## config.mk

```make
export PLATFORM = sky130hd
export DESIGN_NAME = boolean_formula_tokenizer_top
export DESIGN_NICKNAME = d
export VERILOG_FILES = /design/src/design/bft_pkg.sv /design/src/design/bft_front.sv /design/src/design/bft_queue.sv /design/src/design/bft_back.sv /design/src/design/boolean_formula_tokenizer_top.sv
export SDC_FILE = /design/constraint.sdc
export NUM_CORES = 1
export LEC_CHECK = 0
export ABC_CLOCK_PERIOD_IN_PS = 7600
export BUFFER_PORTS_ARGS = -buffer_cell sky130_fd_sc_hd__buf_4
export CAP_MARGIN = 30
export CORE_MARGIN = 4
export CORE_UTILIZATION = 49
export DETAILED_ROUTE_END_ITERATION = 6
export GPL_ROUTABILITY_DRIVEN = 0
export PLACE_DENSITY = 0.67
export RECOVER_POWER = 100
export SLEW_MARGIN = 20
export SYNTH_ARGS = -nofsm -noshare
export SYNTH_HDL_FRONTEND = slang
export SYNTH_SLANG_ARGS = --single-unit
```

## constraint.sdc

```tcl
create_clock -name clock -period 7.6 [get_ports clock]
set_input_delay 0.76 -clock clock [delete_from_list [all_inputs] [get_ports clock]]
set_output_delay 0.76 -clock clock [all_outputs]
set_load 0.02 [all_outputs]
```

## src/design/bft_pkg.sv

```systemverilog
// shared types, constants and character classes for the boolean formula tokenizer
package bft_pkg;

   localparam int OFFSET_W = 16;
   localparam int OUT_W = 16;
   localparam int RES_MAX = 3;
   localparam int QUEUE_DEPTH = 4;
   localparam int QPTR_W = $clog2(QUEUE_DEPTH);
   localparam int QCNT_W = $clog2(QUEUE_DEPTH + 1);

   localparam logic [OFFSET_W-1:0] OFFSET_MAX = '1;

   typedef enum logic [3:0] {
      KIND_VAR    = 4'd0,
      KIND_CONST  = 4'd1,
      KIND_LPAREN = 4'd2,
      KIND_RPAREN = 4'd3,
      KIND_NOT    = 4'd4,
      KIND_AND    = 4'd5,
      KIND_OR     = 4'd6,
      KIND_XOR    = 4'd7,
      KIND_IMP    = 4'd8,
      KIND_IFF    = 4'd9,
      KIND_END    = 4'd10,
      KIND_ERROR  = 4'd11
   } kind_type;

   localparam logic [7:0] CH_ZERO   = 8'h30;
   localparam logic [7:0] CH_ONE    = 8'h31;
   localparam logic [7:0] CH_LPAREN = 8'h28;
   localparam logic [7:0] CH_RPAREN = 8'h29;
   localparam logic [7:0] CH_TILDE  = 8'h7E;
   localparam logic [7:0] CH_BANG   = 8'h21;
   localparam logic [7:0] CH_AMP    = 8'h26;
   localparam logic [7:0] CH_PIPE   = 8'h7C;
   localparam logic [7:0] CH_CARET  = 8'h5E;
   localparam logic [7:0] CH_LT     = 8'h3C;
   localparam logic [7:0] CH_DASH   = 8'h2D;
   localparam logic [7:0] CH_GT     = 8'h3E;
   localparam logic [7:0] CH_UNDER  = 8'h5F;
   localparam logic [7:0] CH_SPACE  = 8'h20;
   localparam logic [7:0] U8_C2     = 8'hC2;
   localparam logic [7:0] U8_AC     = 8'hAC;
   localparam logic [7:0] U8_E2     = 8'hE2;
   localparam logic [7:0] U8_88     = 8'h88;
   localparam logic [7:0] U8_8A     = 8'h8A;
   localparam logic [7:0] U8_86     = 8'h86;
   localparam logic [7:0] U8_A7     = 8'hA7;
   localparam logic [7:0] U8_A8     = 8'hA8;
   localparam logic [7:0] U8_95     = 8'h95;
   localparam logic [7:0] U8_92     = 8'h92;
   localparam logic [7:0] U8_94     = 8'h94;

   typedef struct packed {
      kind_type         kind;
      logic [OUT_W-1:0] start;
      logic [OUT_W-1:0] len;
      logic             cval;
   } res_type;

   // all results caused by one input beat, slot 0 first
   typedef struct packed {
      logic [1:0]                cnt;
      res_type [RES_MAX-1:0]     res;
   } bundle_type;

   function automatic logic is_space(input logic [7:0] c);
      return (c == CH_SPACE) || (c >= 8'h09 && c <= 8'h0D);
   endfunction

   function automatic logic is_alpha(input logic [7:0] c);
      return (c >= 8'h41 && c <= 8'h5A) || (c >= 8'h61 && c <= 8'h7A);
   endfunction

   function automatic logic ident_start(input logic [7:0] c);
      return is_alpha(c) || (c == CH_UNDER);
   endfunction

   function automatic logic ident_part(input logic [7:0] c);
      return ident_start(c) || (c >= CH_ZERO && c <= 8'h39);
   endfunction

   function automatic logic [OUT_W-1:0] off_out(input logic [OFFSET_W-1:0] x);
      return OUT_W'(x);
   endfunction

   function automatic logic [OUT_W-1:0] len_out(input logic [OFFSET_W-1:0] x);
      logic [OUT_W-1:0] r;
      if (33'(x) > 33'({OUT_W{1'b1}})) r = '1;
      else r = OUT_W'(x);
      return r;
   endfunction

endpackage

```

## src/design/bft_front.sv

```systemverilog
// byte scanner: classifies each byte and builds the bundle of results it causes
module bft_front
   import bft_pkg::*;
(
   input  logic       clock,
   input  logic       reset,
   input  logic       byte_valid,
   input  logic       byte_ready,
   input  logic [7:0] byte_in,
   input  logic       final_byte,
   output logic       push,
   output bundle_type push_bundle
);

   typedef enum logic [2:0] {
      MODE_IDLE, MODE_IDENT, MODE_LT, MODE_LTDASH, MODE_DASH, MODE_C2, MODE_E2, MODE_E2B
   } mode_type;

   mode_type              mode_ff, mode_in;
   logic [OFFSET_W-1:0]   off_ff, off_in;
   logic [OFFSET_W-1:0]   pend_ff, pend_in;
   logic [7:0]            second_ff, second_in;
   logic                  err_seen_ff, err_seen_in;

   logic [OFFSET_W-1:0]   cur, nxt, err_at;
   logic                  err, do_idle, accept;
   logic [1:0]            n;
   res_type [RES_MAX-1:0] slots;
   kind_type              k3;
   logic                  k3_ok;

   assign accept = byte_valid && byte_ready;
   assign cur = off_ff;
   assign nxt = (cur == OFFSET_MAX) ? cur : cur + 1'b1;

   always_comb begin
      k3_ok = 1'b1;
      k3 = KIND_AND;
      if (second_ff == U8_88 && byte_in == U8_A7) k3 = KIND_AND;
      else if (second_ff == U8_88 && byte_in == U8_A8) k3 = KIND_OR;
      else if (second_ff == U8_8A && byte_in == U8_95) k3 = KIND_XOR;
      else if (second_ff == U8_86 && byte_in == U8_92) k3 = KIND_IMP;
      else if (second_ff == U8_86 && byte_in == U8_94) k3 = KIND_IFF;
      else k3_ok = 1'b0;
   end

   always_comb begin
      mode_in = mode_ff;
      off_in = off_ff;
      pend_in = pend_ff;
      second_in = second_ff;
      err_seen_in = err_seen_ff;
      err = 1'b0;
      err_at = cur;
      do_idle = 1'b0;
      n = 2'd0;
      slots = '0;

      if (accept && !err_seen_ff) begin
         case (mode_ff)
            MODE_IDENT: begin
               if (!ident_part(byte_in)) begin
                  slots[n] = '{KIND_VAR, off_out(pend_ff), len_out(cur - pend_ff), 1'b0};
                  n = n + 2'd1;
                  mode_in = MODE_IDLE;
                  do_idle = 1'b1;
               end
            end
            MODE_LT: begin
               if (byte_in == CH_DASH) mode_in = MODE_LTDASH;
               else begin
                  err = 1'b1;
                  err_at = pend_ff;
               end
            end
            MODE_LTDASH: begin
               if (byte_in == CH_GT) begin
                  slots[n] = '{KIND_IFF, off_out(pend_ff), OUT_W'(3), 1'b0};
                  n = n + 2'd1;
                  mode_in = MODE_IDLE;
               end else begin
                  err = 1'b1;
                  err_at = pend_ff;
               end
            end
            MODE_DASH: begin
               if (byte_in == CH_GT) begin
                  slots[n] = '{KIND_IMP, off_out(pend_ff), OUT_W'(2), 1'b0};
                  n = n + 2'd1;
                  mode_in = MODE_IDLE;
               end else begin
                  err = 1'b1;
                  err_at = pend_ff;
               end
            end
            MODE_C2: begin
               if (byte_in == U8_AC) begin
                  slots[n] = '{KIND_NOT, off_out(pend_ff), OUT_W'(2), 1'b0};
                  n = n + 2'd1;
                  mode_in = MODE_IDLE;
               end else begin
                  err = 1'b1;
                  err_at = pend_ff;
               end
            end
            MODE_E2: begin
               if (byte_in == U8_88 || byte_in == U8_8A || byte_in == U8_86) begin
                  second_in = byte_in;
                  mode_in = MODE_E2B;
               end else begin
                  err = 1'b1;
                  err_at = pend_ff;
               end
            end
            MODE_E2B: begin
               if (k3_ok) begin
                  slots[n] = '{k3, off_out(pend_ff), OUT_W'(3), 1'b0};
                  n = n + 2'd1;
                  mode_in = MODE_IDLE;
               end else begin
                  err = 1'b1;
                  err_at = pend_ff;
               end
            end
            default: begin
               mode_in = MODE_IDLE;
               do_idle = 1'b1;
            end
         endcase

         if (do_idle && !is_space(byte_in)) begin
            if (byte_in == CH_ZERO || byte_in == CH_ONE) begin
               slots[n] = '{KIND_CONST, off_out(cur), OUT_W'(1), byte_in == CH_ONE};
               n = n + 2'd1;
            end else if (byte_in == CH_LPAREN) begin
               slots[n] = '{KIND_LPAREN, off_out(cur), OUT_W'(1), 1'b0};
               n = n + 2'd1;
            end else if (byte_in == CH_RPAREN) begin
               slots[n] = '{KIND_RPAREN, off_out(cur), OUT_W'(1), 1'b0};
               n = n + 2'd1;
            end else if (byte_in == CH_TILDE || byte_in == CH_BANG) begin
               slots[n] = '{KIND_NOT, off_out(cur), OUT_W'(1), 1'b0};
               n = n + 2'd1;
            end else if (byte_in == CH_AMP) begin
               slots[n] = '{KIND_AND, off_out(cur), OUT_W'(1), 1'b0};
               n = n + 2'd1;
            end else if (byte_in == CH_PIPE) begin
               slots[n] = '{KIND_OR, off_out(cur), OUT_W'(1), 1'b0};
               n = n + 2'd1;
            end else if (byte_in == CH_CARET) begin
               slots[n] = '{KIND_XOR, off_out(cur), OUT_W'(1), 1'b0};
               n = n + 2'd1;
            end else begin
               pend_in = cur;
               if (byte_in == CH_LT) mode_in = MODE_LT;
               else if (byte_in == CH_DASH) mode_in = MODE_DASH;
               else if (byte_in == U8_C2) mode_in = MODE_C2;
               else if (byte_in == U8_E2) mode_in = MODE_E2;
               else if (ident_start(byte_in)) mode_in = MODE_IDENT;
               else err = 1'b1;
            end
         end

         // end of formula: close an open identifier, reject an open operator
         if (!err && final_byte) begin
            if (mode_in == MODE_IDENT) begin
               slots[n] = '{KIND_VAR, off_out(pend_in), len_out(nxt - pend_in), 1'b0};
               n = n + 2'd1;
            end else if (mode_in != MODE_IDLE) begin
               err = 1'b1;
               err_at = pend_in;
            end
            if (!err) begin
               slots[n] = '{KIND_END, off_out(nxt), OUT_W'(0), 1'b0};
               n = n + 2'd1;
            end
         end
         if (err) begin
            slots[n] = '{KIND_ERROR, off_out(err_at), OUT_W'(0), 1'b0};
            n = n + 2'd1;
         end

         if (!final_byte) begin
            off_in = nxt;
            if (err) begin
               err_seen_in = 1'b1;
               mode_in = MODE_IDLE;
            end
         end
      end

      if (accept && final_byte) begin
         mode_in = MODE_IDLE;
         off_in = '0;
         pend_in = '0;
         second_in = '0;
         err_seen_in = 1'b0;
      end
   end

   assign push = accept && (n != 2'd0);
   assign push_bundle = '{cnt: n, res: slots};

   always_ff @(posedge clock) begin
      if (reset) begin
         mode_ff <= MODE_IDLE;
         off_ff <= '0;
         pend_ff <= '0;
         second_ff <= '0;
         err_seen_ff <= 1'b0;
      end else begin
         mode_ff <= mode_in;
         off_ff <= off_in;
         pend_ff <= pend_in;
         second_ff <= second_in;
         err_seen_ff <= err_seen_in;
      end
   end

endmodule

```

## src/design/bft_queue.sv

```systemverilog
// short bundle queue between the scanner and the result serializer
module bft_queue
   import bft_pkg::*;
(
   input  logic       clock,
   input  logic       reset,
   input  logic       push,
   input  bundle_type push_bundle,
   input  logic       pop,
   output logic       full,
   output logic       nonempty,
   output bundle_type head
);

   bundle_type        entries_ff [QUEUE_DEPTH];
   logic [QPTR_W-1:0] wr_ff, wr_in, rd_ff, rd_in;
   logic [QCNT_W-1:0] cnt_ff, cnt_in;
   logic              do_push, do_pop;

   assign full = (cnt_ff == QCNT_W'(QUEUE_DEPTH));
   assign nonempty = (cnt_ff != '0);
   assign head = entries_ff[rd_ff];
   assign do_push = push && !full;
   assign do_pop = pop && nonempty;

   always_comb begin
      wr_in = wr_ff;
      rd_in = rd_ff;
      cnt_in = cnt_ff;
      if (do_push) wr_in = (wr_ff == QPTR_W'(QUEUE_DEPTH - 1)) ? '0 : wr_ff + 1'b1;
      if (do_pop) rd_in = (rd_ff == QPTR_W'(QUEUE_DEPTH - 1)) ? '0 : rd_ff + 1'b1;
      if (do_push && !do_pop) cnt_in = cnt_ff + 1'b1;
      else if (do_pop && !do_push) cnt_in = cnt_ff - 1'b1;
   end

   always_ff @(posedge clock) begin
      if (do_push) entries_ff[wr_ff] <= push_bundle;
   end

   always_ff @(posedge clock) begin
      if (reset) begin
         wr_ff <= '0;
         rd_ff <= '0;
         cnt_ff <= '0;
      end else begin
         wr_ff <= wr_in;
         rd_ff <= rd_in;
         cnt_ff <= cnt_in;
      end
   end

endmodule

```

## src/design/bft_back.sv

```systemverilog
// result serializer: walks the head bundle one result per beat, as out_ready allows, into the output register
module bft_back
   import bft_pkg::*;
(
   input  logic       clock,
   input  logic       reset,
   input  logic       nonempty,
   input  bundle_type head,
   output logic       pop,
   output logic       out_valid,
   input  logic       out_ready,
   output res_type    out_res,
   output logic       out_last
);

   logic [1:0] sel_ff, sel_in;
   logic       valid_ff, valid_in;
   res_type    res_ff, res_in;
   logic       last_ff, last_in;
   logic       load, is_last;

   assign load = nonempty && (!valid_ff || out_ready);
   assign is_last = (sel_ff == head.cnt - 2'd1);
   assign pop = load && is_last;

   always_comb begin
      sel_in = sel_ff;
      valid_in = valid_ff && !out_ready;
      res_in = res_ff;
      last_in = last_ff;
      if (load) begin
         valid_in = 1'b1;
         res_in = head.res[sel_ff];
         last_in = is_last;
         sel_in = is_last ? 2'd0 : sel_ff + 2'd1;
      end
   end

   always_ff @(posedge clock) begin
      if (reset) begin
         sel_ff <= 2'd0;
         valid_ff <= 1'b0;
      end else begin
         sel_ff <= sel_in;
         valid_ff <= valid_in;
      end
      res_ff <= res_in;
      last_ff <= last_in;
   end

   assign out_valid = valid_ff;
   assign out_res = res_ff;
   assign out_last = last_ff;

endmodule

```

## src/design/boolean_formula_tokenizer_top.sv

```systemverilog
// top level of the streaming boolean formula tokenizer
// One source byte is taken per cycle whenever the four-entry bundle queue has room; the
// scanner classifies it in that same cycle and queues the zero to three results it causes.
// Results leave one per cycle while rsp_ready allows, from a registered output, after passing
// through the bundle queue; the results of one byte leave one by one, so the output port sets
// the sustained rate when results outnumber bytes. Offsets saturate at the top of the range.
module boolean_formula_tokenizer_top
   import bft_pkg::*;
(
   input  logic              clock,
   input  logic              reset,
   input  logic              req_valid,
   output logic              req_ready,
   input  logic [7:0]        req_byte_in,
   input  logic              req_final_byte,
   output logic              rsp_valid,
   input  logic              rsp_ready,
   output logic [3:0]        rsp_token_kind,
   output logic [OUT_W-1:0]  rsp_start_offset,
   output logic [OUT_W-1:0]  rsp_token_length,
   output logic              rsp_const_value,
   output logic              rsp_last_of_run
);

   logic       push, pop, full, nonempty;
   bundle_type push_bundle, head;
   res_type    out_res;

   assign req_ready = !full;

   bft_front u_front (
      .clock       (clock),
      .reset       (reset),
      .byte_valid  (req_valid),
      .byte_ready  (req_ready),
      .byte_in     (req_byte_in),
      .final_byte  (req_final_byte),
      .push        (push),
      .push_bundle (push_bundle)
   );

   bft_queue u_queue (
      .clock       (clock),
      .reset       (reset),
      .push        (push),
      .push_bundle (push_bundle),
      .pop         (pop),
      .full        (full),
      .nonempty    (nonempty),
      .head        (head)
   );

   bft_back u_back (
      .clock     (clock),
      .reset     (reset),
      .nonempty  (nonempty),
      .head      (head),
      .pop       (pop),
      .out_valid (rsp_valid),
      .out_ready (rsp_ready),
      .out_res   (out_res),
      .out_last  (rsp_last_of_run)
   );

   assign rsp_token_kind = out_res.kind;
   assign rsp_start_offset = out_res.start;
   assign rsp_token_length = out_res.len;
   assign rsp_const_value = out_res.cval;

endmodule
```

# Word level (Yosys, flattened, before mapping)
# Memory sizes are Yosys's and may differ from the RTL's. A register that Yosys moved wholly into a read port is not among the register bits.
# Cells that the tools add are included.
[op_classes] add_sub_neg=13 n_lt_le_gt_ge=17 n_eq_ne=41 n_mux=162 bitwise_logic=1 reduce_logical=53
[ops] op="two-way mux 111 bit" count=17
[ops] op="bitwise mux 111 bit" count=10
[ops] op="two-way mux 16 bit" count=22
[ops] op="two-way mux 37 bit" count=9
[ops] op="demux 37 bit (select 2 bit)" count=4
[ops] op="case mux 37 bit (5 select lines)" count=1
[ops] op="equality test 8 bit, second input constant" count=14
[ops] op="equality test 8 x 6 -> 1 bit, second input constant" count=10
[ops] op="case mux 16 bit (5 select lines)" count=1
[ops] op="binary-select mux 37 bit (select 2 bit)" count=1
[ops] op="two-way mux 3 bit" count=24
[ops] op="two-way mux 2 bit" count=23
[ops] op="two-way mux 1 bit" count=39
[ops] op="two-way mux 36 bit" count=1
[ops] op="two-way mux 33 bit" count=1
[ops] op="equality test 8 x 7 -> 1 bit, second input constant" count=4
[ops] op="subtractor 16 bit" count=2
[ops] op="logical AND 1 bit" count=26
[ops] op="two-way mux 4 bit" count=5
[ops] op="case mux 3 bit (6 select lines)" count=1
[ops] op="adder 16 x 1 -> 16 bit, second input constant" count=1
[ops] op="equality test 16 bit, second input constant" count=1
[ops] op="greater-or-equal comparator 8 x 7 -> 1 bit, second input constant" count=2
[ops] op="less-or-equal comparator 8 x 7 -> 1 bit, second input constant" count=2
[ops] op="other kinds (27)" count=66
[word_totals] register_bits=92 ram_bits=452 wordCells=303 memories=1
[mem_list] memory="u_queue.entries_ff" depth=4 width=113 rd=1 rd_clocked_by_memory_dff=1 wr=1 line="bft_queue.sv:15" source="bundle_type entries_ff [QUEUE_DEPTH];"

# Logic depth before layout (Yosys ltp)
[logic_depth] word_depth=41 ltp_mapped=26 ltp_nobuf=24

# Hierarchy
# A second synthesis with hierarchy kept.
[unflattened] hier_cells=1881 area_unflattened_um2=26307.7
[by_module_without_submodules] module="bft_queue" n_inst=1 cells_each=641 area_per_inst_um2=16799.9
[by_module_without_submodules] module="bft_front" n_inst=1 cells_each=1053 area_per_inst_um2=7394.6
[by_module_without_submodules] module="bft_back" n_inst=1 cells_each=186 area_per_inst_um2=2109.5
[by_module_without_submodules] module="boolean_formula_tokenizer_top" n_inst=1 cells_each=1 area_per_inst_um2=3.8

# Worst setup path after synthesis
# No wires, ideal clock.
[synth_path] path_type="input port to flip-flop" start="in req_byte_in[4]" end="mem u_queue.entries_ff[2][0] (netlist bit) (enable)" setup_ns=0.482 t_arrival_ns=6.996 required_time_ns=7.118 slack_ns=0.123 stages=20 cell_sequence="buf_2 -> nor4bb_1 -> o21ai_0 -> o211ai_1 -> nand2_1 -> nor2_1 -> clkinv_1 -> ha_1 -> nand3_1 -> o211a_1 -> nor2_1 -> ha_1 -> nor2_1 -> a21oi_1 -> ha_1 -> mux2_2 -> ha_1 -> nand3_1 -> o311a_4 -> and2_1"
[synth_between] elab_chain_cells=39
[synth_lines] item="start: declaration" line="boolean_formula_tokenizer_top.sv:14" source="input logic [7:0] req_byte_in,"
[synth_lines] item="equality test 8 bit" line="bft_front.sv:43" source="else if (second_ff == U8_86 && byte_in == U8_94) k3 = KIND_IFF;"
[synth_lines] item="logical AND 1 bit" line="bft_front.sv:43"
[synth_lines] item="two-way mux 1 bit" line="bft_front.sv:43"
[synth_lines] item="two-way mux 1 bit" line="bft_front.sv:42" source="else if (second_ff == U8_86 && byte_in == U8_92) k3 = KIND_IMP;"
[synth_lines] item="two-way mux 1 bit" line="bft_front.sv:41" source="else if (second_ff == U8_8A && byte_in == U8_95) k3 = KIND_XOR;"
[synth_lines] item="two-way mux 1 bit" line="bft_front.sv:40" source="else if (second_ff == U8_88 && byte_in == U8_A8) k3 = KIND_OR;"
[synth_lines] item="two-way mux 1 bit" line="bft_front.sv:39" source="if (second_ff == U8_88 && byte_in == U8_A7) k3 = KIND_AND;"
[synth_lines] item="two-way mux 3 bit" line="bft_front.sv:116" source="if (k3_ok) begin"
[synth_lines] item="[24 not listed]"
[synth_lines] item="two-way mux 2 bit (*)" line="bft_front.sv:178" source="if (err) begin"
[synth_lines] item="two-way mux 2 bit (*)" line="bft_front.sv:59" source="if (accept && !err_seen_ff) begin"
[synth_lines] item="nonzero test 2 bit (*)" line="bft_front.sv:201" source="assign push = accept && (n != 2'd0);"
[synth_lines] item="logical AND 1 bit (*)" line="bft_front.sv:201"
[synth_lines] item="logical AND 1 bit (*)" line="bft_queue.sv:23" source="assign do_push = push && !full;"
[synth_lines] item="net u_queue.do_push" line="bft_queue.sv:18" source="logic do_push, do_pop;"
[synth_lines] item="two-way mux 1 bit (*)" line="bft_queue.sv:37" source="if (do_push) entries_ff[wr_ff] <= push_bundle;"
[synth_lines] item="two-way mux 1 bit (not written as such) (*)" line="bft_queue.sv:37"
[synth_lines] item="end: declaration" line="bft_queue.sv:15"
# Mark *: on every way through the listed nets, which the timed path passes. The rest lies on a longest branch. The select of a mux whose other input is x is not followed.

==> flow_summary.toml <==
[routing]
total_detailed_routing_wirelength_um = 65630
drt-pass1-iter-count = 6
drt-vias-per-instance = 6.323
drc = 0
vias = 16760
post_drt_wl_per_cell_um = 24.76
ant_nets = 0
initialDrtViolationCount = 1866

[synthesis]
combinational_family_with_the_most_area_after_synthesis = "multiplexers"
synth_simple_gate_area_share_pct = 10.03
synth_compound_area_share_pct = 9.499
synth_cell_types = 89
synthesis.instances = 1897
seq_area_frac_synth_pct = 60.68
post_synth.cell_area_avg_um2 = 13.44
synthMuxAreaShare_pct = 12.64
synth-warning-count = 0
synth_xor_xnor_area_share_pct = 1.992
ys_async_sr_fraction_pct = 0
synth-main-ff-cell = "edfxtp_1"
edff_count_synth = 478
post_synth_instance_area_mm2 = 0.02550
synth-adder-area-share_pct = 2.443
ys_ff_latch = 534

[clocking]
cts_inserted_buffers = 52
cts_tree = "done"
htree_levels = 2
clkLatencyLatePin_ns = 0.61
clk_transition_reported_paths_ns = 0.06
max-clock-path-buffers = 3
cts.repair_timing.setup_buffer_count = 0
cts-resized-gates = 0
clock_sinks = 534
cts.root.buffer_cell = "clkbuf_16"
cts_hold_repair.buffers = 0

[setup_path]
cp_slowest_cell = "o41ai_1"
arrival_time_at_the_worst_endpoint_ns = 7.12
timing.critical_path.mode_cell = "o41ai_1"
critical_path.reg2reg.startpoint = "u_front.mode_ff[2]"
cp.buffers_inverters = 2
critical_path_class = "in2reg"
crit_family = "compound AO/OA/AOI/OAI gates"
worst-r2r-cell-count = 20
crit_path_start_kind = "input pin"
path_max_fanout = 21
slowest_delay_ns = 0.71
critPathCaptureType = "flip-flop"
worst_reg2reg_path_endpoint = "u_queue.entries_ff[0][20]"
reg2reg_slack_ns = 1.28
crit_required_ns = 7.89
crit_path_cell_trace = "clkbuf_1, or2_2, o41ai_1, o21ai_0, a21o_1, nor2_1, buf_4, nor2_1, a21oi_1, ha_1, o21a_1, o31a_1, o41ai_1, o21ai_0, o41ai_1, xor2_1, o22ai_1, nor2b_1"

[cells_and_area]
n_antenna_cell = 0
layout.cells.most_common = "edfxtp_1"
nNetsFinal = 1988
share_of_final_layout_standard_cells_stronger_than_drive_strength_1_pct = 13.75
final_util_pct = 54.85
num-fill-cells = 4245
layout-area-overhead-vs-synth_pct = 10.57
multiInputGateArea_mm2 = 0.009351
mostFrequentLayoutCells = "edfxtp_1, nor2_1, nand2_1"
sequential_cell_area_mm2 = 0.01548

[sta]
post-route-period-util_pct = 89.83
timing.setup.tns_ns = 0
max_clock_freq_ghz = 0.1465
setup_viol_count_final = 0
grt_setup_unrepaired = "no"
post-route-min-period_ns = 6.827
relSlewSlack_pct = -64.98
count_of_final_max_slew_check_failures = 147
timing.clock.skew_ns = 0.02768
final-hold-violation-count = 0
worstMarginPinSlew_ns = 2.475

[global_routing]
grt_overflow = 0
grt_start_max_net_pins = 65
grtUsageTotal_pct = 23.09
grt_antenna_before_repair = 1
grt_first_pass_wirelength_um = 100000
grt_pass1_vias = 16550

[power]
vdd_drop_max_mv = 0.1924
power.leakage_nw = 9.121
power_per_cell_area_mw_per_mm2 = 295.8

[floorplan]
core_area_mm2 = 0.05141
initial_core_util_pct = 49.61
die_width_um = 236.1
io-pin-count = 53
std_cell_rows = 83
die-area_mm2 = 0.05576
die_height_um = 236.1

[run_status]
outcome = "finished with violations"
failed_checks = "max-capacitance violations, max-slew violations"

[flow_run]
max-cap-violations = 5

[hold_path]
worstHoldPathCells = 2
hold_start = "reset"
hold_crit_class = "in2reg"
min_delay_worst_endpoint = "u_queue.cnt_ff[2]"

[place]
dp_hpwl_um = 42700
port_buffers = 52
==> worst max-delay path by stage <==
stage                        start                        end  depth (start not counted)
finish              req_byte_in[2]  u_queue.entries_ff[1][12]                         18
global route        req_byte_in[2]  u_queue.entries_ff[2][17]                         21
CTS                 req_byte_in[4]  u_queue.entries_ff[1][62]                         22
detailed placement  req_byte_in[4]  u_queue.entries_ff[1][62]                         22
global placement    req_byte_in[4]  u_queue.entries_ff[3][12]                         17
floorplan           req_byte_in[4]   u_queue.entries_ff[2][0]                         20
==> area by class of cell <==
type | count | area share [%]
clock buffers | 68 | 4.828
clock inverters | 30 | 1.087
well taps | 680 | 3.017
inverters | 50 | 0.6656
flip-flops and latches | 534 | 54.90
repair buffers | 96 | 2.338
multi-input cells | 1193 | 33.16
==> power by group <==
group          leakage (nW)  switching [W]  internal, W  total [W]
combinational          3.42        0.00129     0.000740    0.00203
sequential             4.89       0.000146      0.00364    0.00379
clock                 0.813        0.00109      0.00144    0.00253
==> cells by family after synthesis <==
logic type	count (synthesis)
DFF	534
and+or+nand+nor	524
AOI/OAI and AO/OA	375
muxes	184
buffers and inverters	173
xor gates and xnor gates	58
adders and majority gates	48
other	1
==> routing by layer <==
metal  up-vias  track usage [%]  wire length, µm
li1       7390                -                -
met1      8363            32.90            27390
met2       835            36.31            30400
met3       173            3.461             5260
met4         0            8.900             2570
met5         -                0                0
==> Yosys cell counts (16+ instances only) <==
cell type | number | area, µm²
o21ai_0 | 110 | 550.5
a31oi_1 | 19 | 118.9
mux4_2 | 110 | 2477
a211oi_1 | 39 | 292.8
nor3_1 | 36 | 180.2
nand2_1 | 131 | 491.7
nor2b_1 | 17 | 106.4
clkbuf_1 | 89 | 334.1
nand4_1 | 16 | 100.1
a21oi_1 | 84 | 420.4
nand3_1 | 29 | 145.1
xor2_1 | 23 | 201.4
inv_1 | 49 | 183.9
ha_1 | 45 | 563.0
xnor2_1 | 35 | 306.5
buf_1 | 19 | 71.32
a221oi_1 | 16 | 140.1
dfxtp_1 | 56 | 1121
nor2_1 | 180 | 675.7
mux2i_1 | 70 | 700.7
edfxtp_1 | 478 | 14350
==> sequential cells by signal, indices dropped and copies added (netlist names), named ones only <==
register	cells
u_queue.entries_ff	440
u_back.out_res	37
u_front.cur	16
u_front.pend_ff	16
u_front.second_ff	8
u_front.mode_ff	3
u_queue.cnt_ff	3
u_back.sel_ff	2
u_queue.rd_ff	2
u_queue.wr_ff	2
u_back.out_last	1
u_back.out_valid	1
u_front.err_seen_ff	1
==> stage by stage <==
| stage | power, W | cells | instance area [µm²] | setup slack, ns | hold slack [ns] |
|---|---|---|---|---|---|
| finish | 0.008341 | 2651 | 28200 | 0.7725 | 0.4411 |
| global route | 0.008705 | 2651 | 28200 | 0.4028 | 0.4487 |
| CTS | 0.008492 | 2648 | 28380 | 1.482 | 0.4294 |
| detailed placement | 0.005970 | 2550 | 26710 | 0.8141 | 0.4373 |
| global placement | 0.005936 | 2550 | 26710 | 0.8961 | 0.4336 |
| floorplan | 0.005213 | 1900 | 25510 | 0.1229 | 0.4258 |
Note: power is estimated with default switching activity, not from simulation.
